[src/dps_pkg.sv]
`default_nettype none

package dps_pkg;

	// gain scaling, fraction bits of the three gains
	localparam int GAIN_FRAC_BITS = 40;

	localparam int WORD_W   = 32;
	localparam int GAIN_W   = 48;
	localparam int GAIN_HW  = GAIN_W / 2;
	localparam int ERR_W    = 40;
	localparam int DER_W    = ERR_W + 1;
	localparam int SUM_W    = 48;
	localparam int DRV_W    = 16;
	localparam int PROD_W   = 62;
	localparam int PP_W     = SUM_W + GAIN_HW + 1;
	localparam int ACC_W    = 98;
	localparam int MODES    = 4;
	localparam int CFG_AW   = 3;
	localparam int CFG_DW   = GAIN_W;

	// 360 / (2.75 * pi) in Q24
	localparam logic [29:0] DIST_SCALE_Q24 = 30'd699100850;

	localparam logic [GAIN_W-1:0] GAIN_P_RST = 48'd19791209300;
	localparam logic [GAIN_W-1:0] GAIN_I_RST = 48'd2199023;
	localparam logic [GAIN_W-1:0] GAIN_D_RST = 48'd104453604639;
	localparam logic [30:0]       ERR_LIMIT_RST = 31'd51200;
	localparam logic [14:0]       SPEED_LIMIT_RST = 15'd512;
	localparam logic [14:0]       CEILING_RST = 15'd2560;

	typedef enum logic [1:0] {
		MODE_FWD,
		MODE_REV,
		MODE_LEFT,
		MODE_RIGHT
	} mode_t;

	typedef enum logic [CFG_AW-1:0] {
		CFG_MODE,
		CFG_TARGET,
		CFG_GAIN_P,
		CFG_GAIN_I,
		CFG_GAIN_D,
		CFG_ERR_LIMIT,
		CFG_SPEED_LIMIT,
		CFG_CEILING
	} cfg_idx_t;

	typedef struct packed {
		mode_t                    mode;
		logic signed [WORD_W-1:0] target;
		logic [GAIN_W-1:0]        gain_p;
		logic [GAIN_W-1:0]        gain_i;
		logic [GAIN_W-1:0]        gain_d;
		logic [30:0]              error_limit;
		logic [14:0]              speed_limit;
		logic [14:0]              drive_ceiling;
	} cfg_t;

	typedef struct packed {
		logic signed [ERR_W-1:0] last_error;
		logic signed [SUM_W-1:0] error_sum;
	} entry_t;

	typedef enum logic [2:0] {
		CORE_IDLE,
		CORE_LOAD,
		CORE_MUL,
		CORE_ACC,
		CORE_SAT,
		CORE_OUT
	} core_state_t;

endpackage

`default_nettype wire

[src/dps_err.sv]
`default_nettype none

module dps_err (
	input  wire logic                                   clk,
	input  wire logic                                   arst_n,
	input  wire dps_pkg::cfg_t                          cfg,
	input  wire logic                                   in_valid,
	output logic                                        in_ready,
	input  wire logic signed [dps_pkg::WORD_W-1:0]      right_wheel,
	input  wire logic signed [dps_pkg::WORD_W-1:0]      left_wheel,
	input  wire logic signed [dps_pkg::WORD_W-1:0]      heading,
	output logic                                        err_valid,
	input  wire logic                                   err_ready,
	output logic signed [dps_pkg::ERR_W-1:0]            err
);

	logic s1_vld_q, s2_vld_q, s3_vld_q;
	logic s1_en, s2_en, s3_en;

	logic signed [dps_pkg::WORD_W-1:0] r_s1, l_s1, h_s1;
	logic [dps_pkg::PROD_W-1:0]        prod_s2;
	logic signed [dps_pkg::WORD_W:0]   pos_s2;
	logic [dps_pkg::WORD_W:0]          hmag_s2;
	logic signed [dps_pkg::ERR_W-1:0]  err_s3;

	logic [dps_pkg::WORD_W-1:0]        tmag;
	logic [dps_pkg::PROD_W-1:0]        prod_d;
	logic signed [dps_pkg::WORD_W:0]   pos_d;
	logic [dps_pkg::WORD_W:0]          hx, hmag_d;

	logic [dps_pkg::PROD_W-1:0]        rnd;
	logic [37:0]                       conv_mag;
	logic signed [dps_pkg::ERR_W-1:0]  conv;
	logic signed [dps_pkg::WORD_W+1:0] pos34, pmag;
	logic signed [dps_pkg::WORD_W:0]   half;
	logic signed [dps_pkg::ERR_W-1:0]  err_d;

	assign s3_en    = !s3_vld_q || err_ready;
	assign s2_en    = !s2_vld_q || s3_en;
	assign s1_en    = !s1_vld_q || s2_en;
	assign in_ready = s1_en;

	assign err_valid = s3_vld_q;
	assign err       = err_s3;

	// magnitudes and the distance scaling product
	assign tmag   = cfg.target[dps_pkg::WORD_W-1] ? (~cfg.target + 32'sd1) : cfg.target;
	assign prod_d = {30'd0, tmag} * {32'd0, dps_pkg::DIST_SCALE_Q24};
	assign pos_d  = {r_s1[dps_pkg::WORD_W-1], r_s1} + {l_s1[dps_pkg::WORD_W-1], l_s1};
	assign hx     = {h_s1[dps_pkg::WORD_W-1], h_s1};
	assign hmag_d = h_s1[dps_pkg::WORD_W-1] ? (~hx + 33'd1) : hx;

	// error per mode
	always_comb begin
		rnd      = prod_s2 + 62'd8388608;
		conv_mag = rnd[dps_pkg::PROD_W-1:24];
		conv     = cfg.target[dps_pkg::WORD_W-1] ? -$signed({2'b00, conv_mag})
			: $signed({2'b00, conv_mag});
		// halving truncates toward zero
		pos34 = {pos_s2[dps_pkg::WORD_W], pos_s2} + {33'd0, pos_s2[dps_pkg::WORD_W]};
		pmag  = pos_s2[dps_pkg::WORD_W] ? -{pos_s2[dps_pkg::WORD_W], pos_s2}
			: {pos_s2[dps_pkg::WORD_W], pos_s2};
		if (cfg.mode == dps_pkg::MODE_REV) begin
			half = pmag[dps_pkg::WORD_W+1:1];
		end else begin
			half = pos34[dps_pkg::WORD_W+1:1];
		end
		if (cfg.mode inside {dps_pkg::MODE_LEFT, dps_pkg::MODE_RIGHT}) begin
			err_d = $signed({8'd0, tmag}) - $signed({7'd0, hmag_s2});
		end else begin
			err_d = conv - {{7{half[dps_pkg::WORD_W]}}, half};
		end
	end

	always_ff @(posedge clk or negedge arst_n) begin
		if (!arst_n) begin
			s1_vld_q <= 1'b0;
			s2_vld_q <= 1'b0;
			s3_vld_q <= 1'b0;
		end else begin
			if (s1_en) begin
				s1_vld_q <= in_valid;
			end
			if (s2_en) begin
				s2_vld_q <= s1_vld_q;
			end
			if (s3_en) begin
				s3_vld_q <= s2_vld_q;
			end
		end
	end

	always_ff @(posedge clk) begin
		if (s1_en && in_valid) begin
			r_s1 <= right_wheel;
			l_s1 <= left_wheel;
			h_s1 <= heading;
		end
		if (s2_en && s1_vld_q) begin
			prod_s2 <= prod_d;
			pos_s2  <= pos_d;
			hmag_s2 <= hmag_d;
		end
		if (s3_en && s2_vld_q) begin
			err_s3 <= err_d;
		end
	end

endmodule

`default_nettype wire

[config.mk]
export PLATFORM = sky130hd
export DESIGN_NAME = dps_err
export DESIGN_NICKNAME = d
export VERILOG_FILES = /design/src/dps_pkg.sv /design/src/dps_err.sv
export SDC_FILE = /design/constraint.sdc
export NUM_CORES = 2
export LEC_CHECK = 0
export BUFFER_PORTS_ARGS = -buffer_cell sky130_fd_sc_hd__buf_4
export CAP_MARGIN = 15
export CORE_MARGIN = 4
export CORE_UTILIZATION = 25
export DETAILED_ROUTE_END_ITERATION = 6
export GPL_ROUTABILITY_DRIVEN = 0
export HOLD_SLACK_MARGIN = 0.02
export PLACE_DENSITY = 0.5
export SKIP_CTS_REPAIR_TIMING = 1
export SYNTH_ARGS = -nofsm -noshare
export SYNTH_HDL_FRONTEND = slang
export SYNTH_SLANG_ARGS = --single-unit
[constraint.sdc]
create_clock -name clk -period 16.6 [get_ports clk]
set_input_delay 1.66 -clock clk [delete_from_list [all_inputs] [get_ports clk]]
set_output_delay 1.66 -clock clk [all_outputs]
set_load 0.03 [all_outputs]
==> results <==
- Of the available clock period, the critical path in the final layout requires 70.3%.
- The share of cell area taken by muxes after synthesis is less than 1%.
- The xor and xnor area share after synthesis is under 10%.
- STA classifies the critical path endpoint as a flop.
- The run finished with clean final reports.
- STA puts the critical path data arrival time at roughly 12000 ps.
- After synthesis the netlist holds a flip-flop and latch count of between 200 and 250.
- The synthesized area is between 30000 and 40000 um2.
- The TritonCTS clock tree is done.
- The count of inserted antenna diode cells is 0.
- The tool flagged a number of max-cap violations equal to 0.
- Of all nets on the critical path, the largest fanout is 9.
- The maximum cell stage delay along the critical path is around 700 ps.
- For this configuration, the core starts out at a cell density of about a quarter.
- The number of buffers inserted during clock tree synthesis is 26.
- The detailed-placement wirelength estimate is 91500 um.
- By area, the combinational part of the netlist is dominated by adder cells.
- The floorplan step defined a die boundary enclosing between 100000 and 150000 um2.
- The min-delay analysis places its worst path in the category flop to flop.
- The floorplan step set the die width to ~380 um.
- For the final database, setup skew stands at 38.0 ps.
- The number of placed instances, taps included, is 5613.
- The highest clock frequency the design can meet is 85.7 MHz.
- Summing over every cut layer, the via total after detailed routing is roughly 26000.
- The biggest area consumer among synthesized cells is sky130_fd_sc_hd__fa_1.
- The critical path in this run is classified as primary input to flop.
- Using the TritonRoute via totals, the vias-per-cell ratio works out to ~4.6.
- The share of the synthesized area in compound gates (AO/OA/AOI/OAI) is ~12%.
- The slowest stage of the critical path is the sky130_fd_sc_hd__a2111oi_0 cell.
- The number of enable flip-flop cells after synthesis is ~240.
- The maximum clock insertion buffer count is 3.
- Setup repair after global routing left no endpoint under its margin.
- The clock transition at the registers of the reported paths is around 60 ps.
- After floorplanning, the core was divided into 137 placement rows.
- OpenSTA, run right after detailed placement, puts the worst setup slack at 4280 ps.
- The area growth from synthesis to layout is 12.8%.
- The post-synthesis async set-or-reset flop share is ~1.2%.
- The gate count after technology mapping is roughly 3600.
- The tree is rooted in a sky130_fd_sc_hd__clkbuf_16.
- The number of sinks on the clock net is roughly 240.
- The clock insertion delay at the later pin of the skew report is 590 ps.
- In this run, the number of DRC markers left after iteration 0 of detailed routing was between 1500 and 2000.
- The final antenna-violating net count is 0.
- After detailed routing, the average wire length per cell comes to roughly 19 um.
- The global-route wire length before repair is between 150000 and 200000 um.
- STA classifies the critical path startpoint as a primary input.
- The simple-gate share of the synthesized area is under 10%.
- The total area inside the core boundary comes to roughly 140000 um2.
- The net count of the finished layout is between 4000 and 5000.
- After synthesis, the cell types taking the most area are sky130_fd_sc_hd__fa_1 (23%), sky130_fd_sc_hd__edfxtp_1 (20%), sky130_fd_sc_hd__ha_1 (17%), sky130_fd_sc_hd__inv_1 (7.8%), sky130_fd_sc_hd__xnor2_1 (5.8%).
- The die is between 300 and 400 um tall.
- The flip-flop cell with the highest count after synthesis is sky130_fd_sc_hd__edfxtp_1.
- The number of global-route vias before repair was approximately 27000.
- The routed wire length is around 110000 um.
- Dividing the synthesized area by the synthesized cell count gives approximately 9.8 um2.
- In the routed design, unresolved DRC markers number 0.
- The Yosys step of the flow raised 0 warnings.
- The sequential fraction of the synthesis area is about a fifth.
- The critical path required time is ~17000 ps.
- After Yosys synthesis, full adders, half adders and majority gates account for between 30% and 40% of the synthesized area.
- The number of endpoints with negative hold slack in the final report is 0.
- Counting every net in the synthesized netlist gives roughly 4800.
- The pin count of the biggest net entering global routing is 67.
- The filler-free cell count of the finished design is 5661.
- In this run the number of H-tree levels came out at 1.
- For the finished layout, the period the worst path requires is roughly 12000 ps.
- The cell seen most often among critical-path stages is sky130_fd_sc_hd__fa_1.
- The number of I/O port buffers is ~180.
- The final core utilization is between 20 and 30%.
- The iteration count of the initial detailed-routing pass is 7.
- In this run the tightest slew margin relative to its limit is between 20 and 30%.
- The number of antenna violations at the first check in global routing is 5.
- The sum of overflow across all layers after global routing is 0.
- The total negative slack is 0 ps.
- The proportion of netlist area held by the largest area contributor is between 20 and 25%.
- Global routing used ~15% of the available tracks across all layers.
- Setup violations remaining at the end of the flow were counted as 0.
- At the pin with the least slew margin, the transition time is about 1100 ps.
- Once routing completed, OpenROAD measured the worst setup slack at slightly below 5000 ps.
- around 380 I/O pins were placed.
- The number of unique standard cell types used by synthesis is 99.
- The total count of max-transition violations in the final report is 0.
- The ratio of cells with drive above 1 in the final layout is roughly 8.3%.
-- cells by family (layout without fill, tap and decap cells) --
kind of cell,count (synthesis),after routing
compound gates,653,653
buf+inv,816,1002
fa+ha+maj,888,888
mux,15,15
flops,244,244
simple gates,645,645
other cells,1,1
xor+xnor,337,337
-- final cells by class --
class                      instances  area (um2)
fill                           14899      100000
multi-input combinational       2539       24900
sequential                       244        7310
inverter                         745        2800
tap                             1876        2350
timing repair buffer             209        1570
clock buffer                      29         683
clock inverter                    19         161
-- critical path: cells and delay by family --
| kind | cells | cell delay, ps |
|---|---|---|
| simple gates | 4 | 1640 |
| compound gates | 10 | 2870 |
| buf+inv | 8 | 1040 |
| xor+xnor | 2 | 270 |
| fa+ha+maj | 9 | 4450 |
-- metal layers --
layer | track usage, % | part of all wire [%]
met5 | 0 | 0
met1 | 21.0 | 47
met2 | 24.2 | 46
met4 | 3.08 | 2.5
met3 | 1.29 | 4.2
-- Yosys cell counts (6+ instances only) --
cell type and n:
sky130_fd_sc_hd__a21oi_1 185, sky130_fd_sc_hd__nand3_1 57, sky130_fd_sc_hd__nor4_1 14, sky130_fd_sc_hd__a41oi_1 8, sky130_fd_sc_hd__or4_1 17, sky130_fd_sc_hd__or3_1 24, sky130_fd_sc_hd__o21a_1 21, sky130_fd_sc_hd__nor3_1 43
sky130_fd_sc_hd__buf_1 7, sky130_fd_sc_hd__o211ai_1 7, sky130_fd_sc_hd__edfxtp_1 241, sky130_fd_sc_hd__inv_1 737, sky130_fd_sc_hd__a22oi_1 7, sky130_fd_sc_hd__o22ai_1 6, sky130_fd_sc_hd__nand4_1 40, sky130_fd_sc_hd__o21ai_0 117
sky130_fd_sc_hd__a21boi_0 8, sky130_fd_sc_hd__or2_2 12, sky130_fd_sc_hd__o41ai_1 18, sky130_fd_sc_hd__o21bai_1 19, sky130_fd_sc_hd__nand2_1 149, sky130_fd_sc_hd__nor2_1 154, sky130_fd_sc_hd__nor2b_1 18, sky130_fd_sc_hd__o31ai_1 23
sky130_fd_sc_hd__inv_2 8, sky130_fd_sc_hd__clkbuf_1 43, sky130_fd_sc_hd__buf_2 8, sky130_fd_sc_hd__a211o_1 10, sky130_fd_sc_hd__a31oi_1 37, sky130_fd_sc_hd__a211oi_1 11, sky130_fd_sc_hd__and4_1 7, sky130_fd_sc_hd__fa_1 399
sky130_fd_sc_hd__buf_6 8, sky130_fd_sc_hd__mux2i_1 11, sky130_fd_sc_hd__and2_1 22, sky130_fd_sc_hd__and3_1 27, sky130_fd_sc_hd__xor2_1 100, sky130_fd_sc_hd__o21ai_1 13, sky130_fd_sc_hd__ha_1 479, sky130_fd_sc_hd__xnor2_1 232
sky130_fd_sc_hd__maj3_1 10, sky130_fd_sc_hd__nand2b_1 32, sky130_fd_sc_hd__a21o_1 92
-- worst paths after layout --
kind / from / end / slack (ps) / cells past startpoint
worst min-delay path: h_s1[0] / hmag_s2[0] / 480 / 0
max in group asynchronous: arst_n / s2_vld_q / 15630 / 1
min in group asynchronous: arst_n / err_valid / 860 / 1
worst max register to register: prod_s2[29] / err[31] / 9600 / 21
worst max-delay path: cfg[211] / prod_s2[59] / 4930 / 33
worst min register to register: h_s1[0] / hmag_s2[0] / 480 / 0
-- through the flow --
step	hold slack (ps)	cell area, um2
after floorplan	426	35300
after global placement	471	39000
after detailed placement	445	39000
after CTS	491	39800
after global routing	497	39800
final	475	39800
-- state kept, by name, indices dropped and copies added, names as in the netlist --
register	flops
pos_s2	33
prod_s2	39
s2_vld_q	1
s1_vld_q	1
err_valid	1
l_s1	32
hmag_s2	33
err	40
h_s1	32
r_s1	32
-- layout by cell type (no fill, tap or decap), types with 8 or more instances in the layout --
cell                        synthesis  routed
sky130_fd_sc_hd__a211o_1           10      10
sky130_fd_sc_hd__a211oi_1          11      11
sky130_fd_sc_hd__a21boi_0           8       8
sky130_fd_sc_hd__a21o_1            92      92
sky130_fd_sc_hd__a21oi_1          185     185
sky130_fd_sc_hd__a31oi_1           37      37
sky130_fd_sc_hd__a41oi_1            8       8
sky130_fd_sc_hd__and2_1            22      19
sky130_fd_sc_hd__and3_1            27      27
sky130_fd_sc_hd__buf_4              4     209
sky130_fd_sc_hd__clkbuf_16          0      27
sky130_fd_sc_hd__edfxtp_1         241     241
sky130_fd_sc_hd__fa_1             399     399
sky130_fd_sc_hd__ha_1             479     479
sky130_fd_sc_hd__inv_1            737     737
sky130_fd_sc_hd__inv_2              8       8
sky130_fd_sc_hd__maj3_1            10      10
sky130_fd_sc_hd__mux2i_1           11      11
sky130_fd_sc_hd__nand2_1          149     149
sky130_fd_sc_hd__nand2b_1          32      32
sky130_fd_sc_hd__nand3_1           57      57
sky130_fd_sc_hd__nand4_1           40      40
sky130_fd_sc_hd__nor2_1           154     154
sky130_fd_sc_hd__nor2b_1           18      18
sky130_fd_sc_hd__nor3_1            43      43
sky130_fd_sc_hd__nor4_1            14      14
sky130_fd_sc_hd__o21a_1            21      21
sky130_fd_sc_hd__o21ai_0          117     116
sky130_fd_sc_hd__o21ai_1           13      14
sky130_fd_sc_hd__o21bai_1          19      19
sky130_fd_sc_hd__o31ai_1           23      23
sky130_fd_sc_hd__o41ai_1           18      18
sky130_fd_sc_hd__or2_2             12      12
sky130_fd_sc_hd__or3_1             24      24
sky130_fd_sc_hd__or4_1             17      17
sky130_fd_sc_hd__xnor2_1          232     229
sky130_fd_sc_hd__xor2_1           100      97
Power is left out: the tool's default activity adds up to more than one toggle a clock period on the data nets, which glitch-free logic cannot reach.
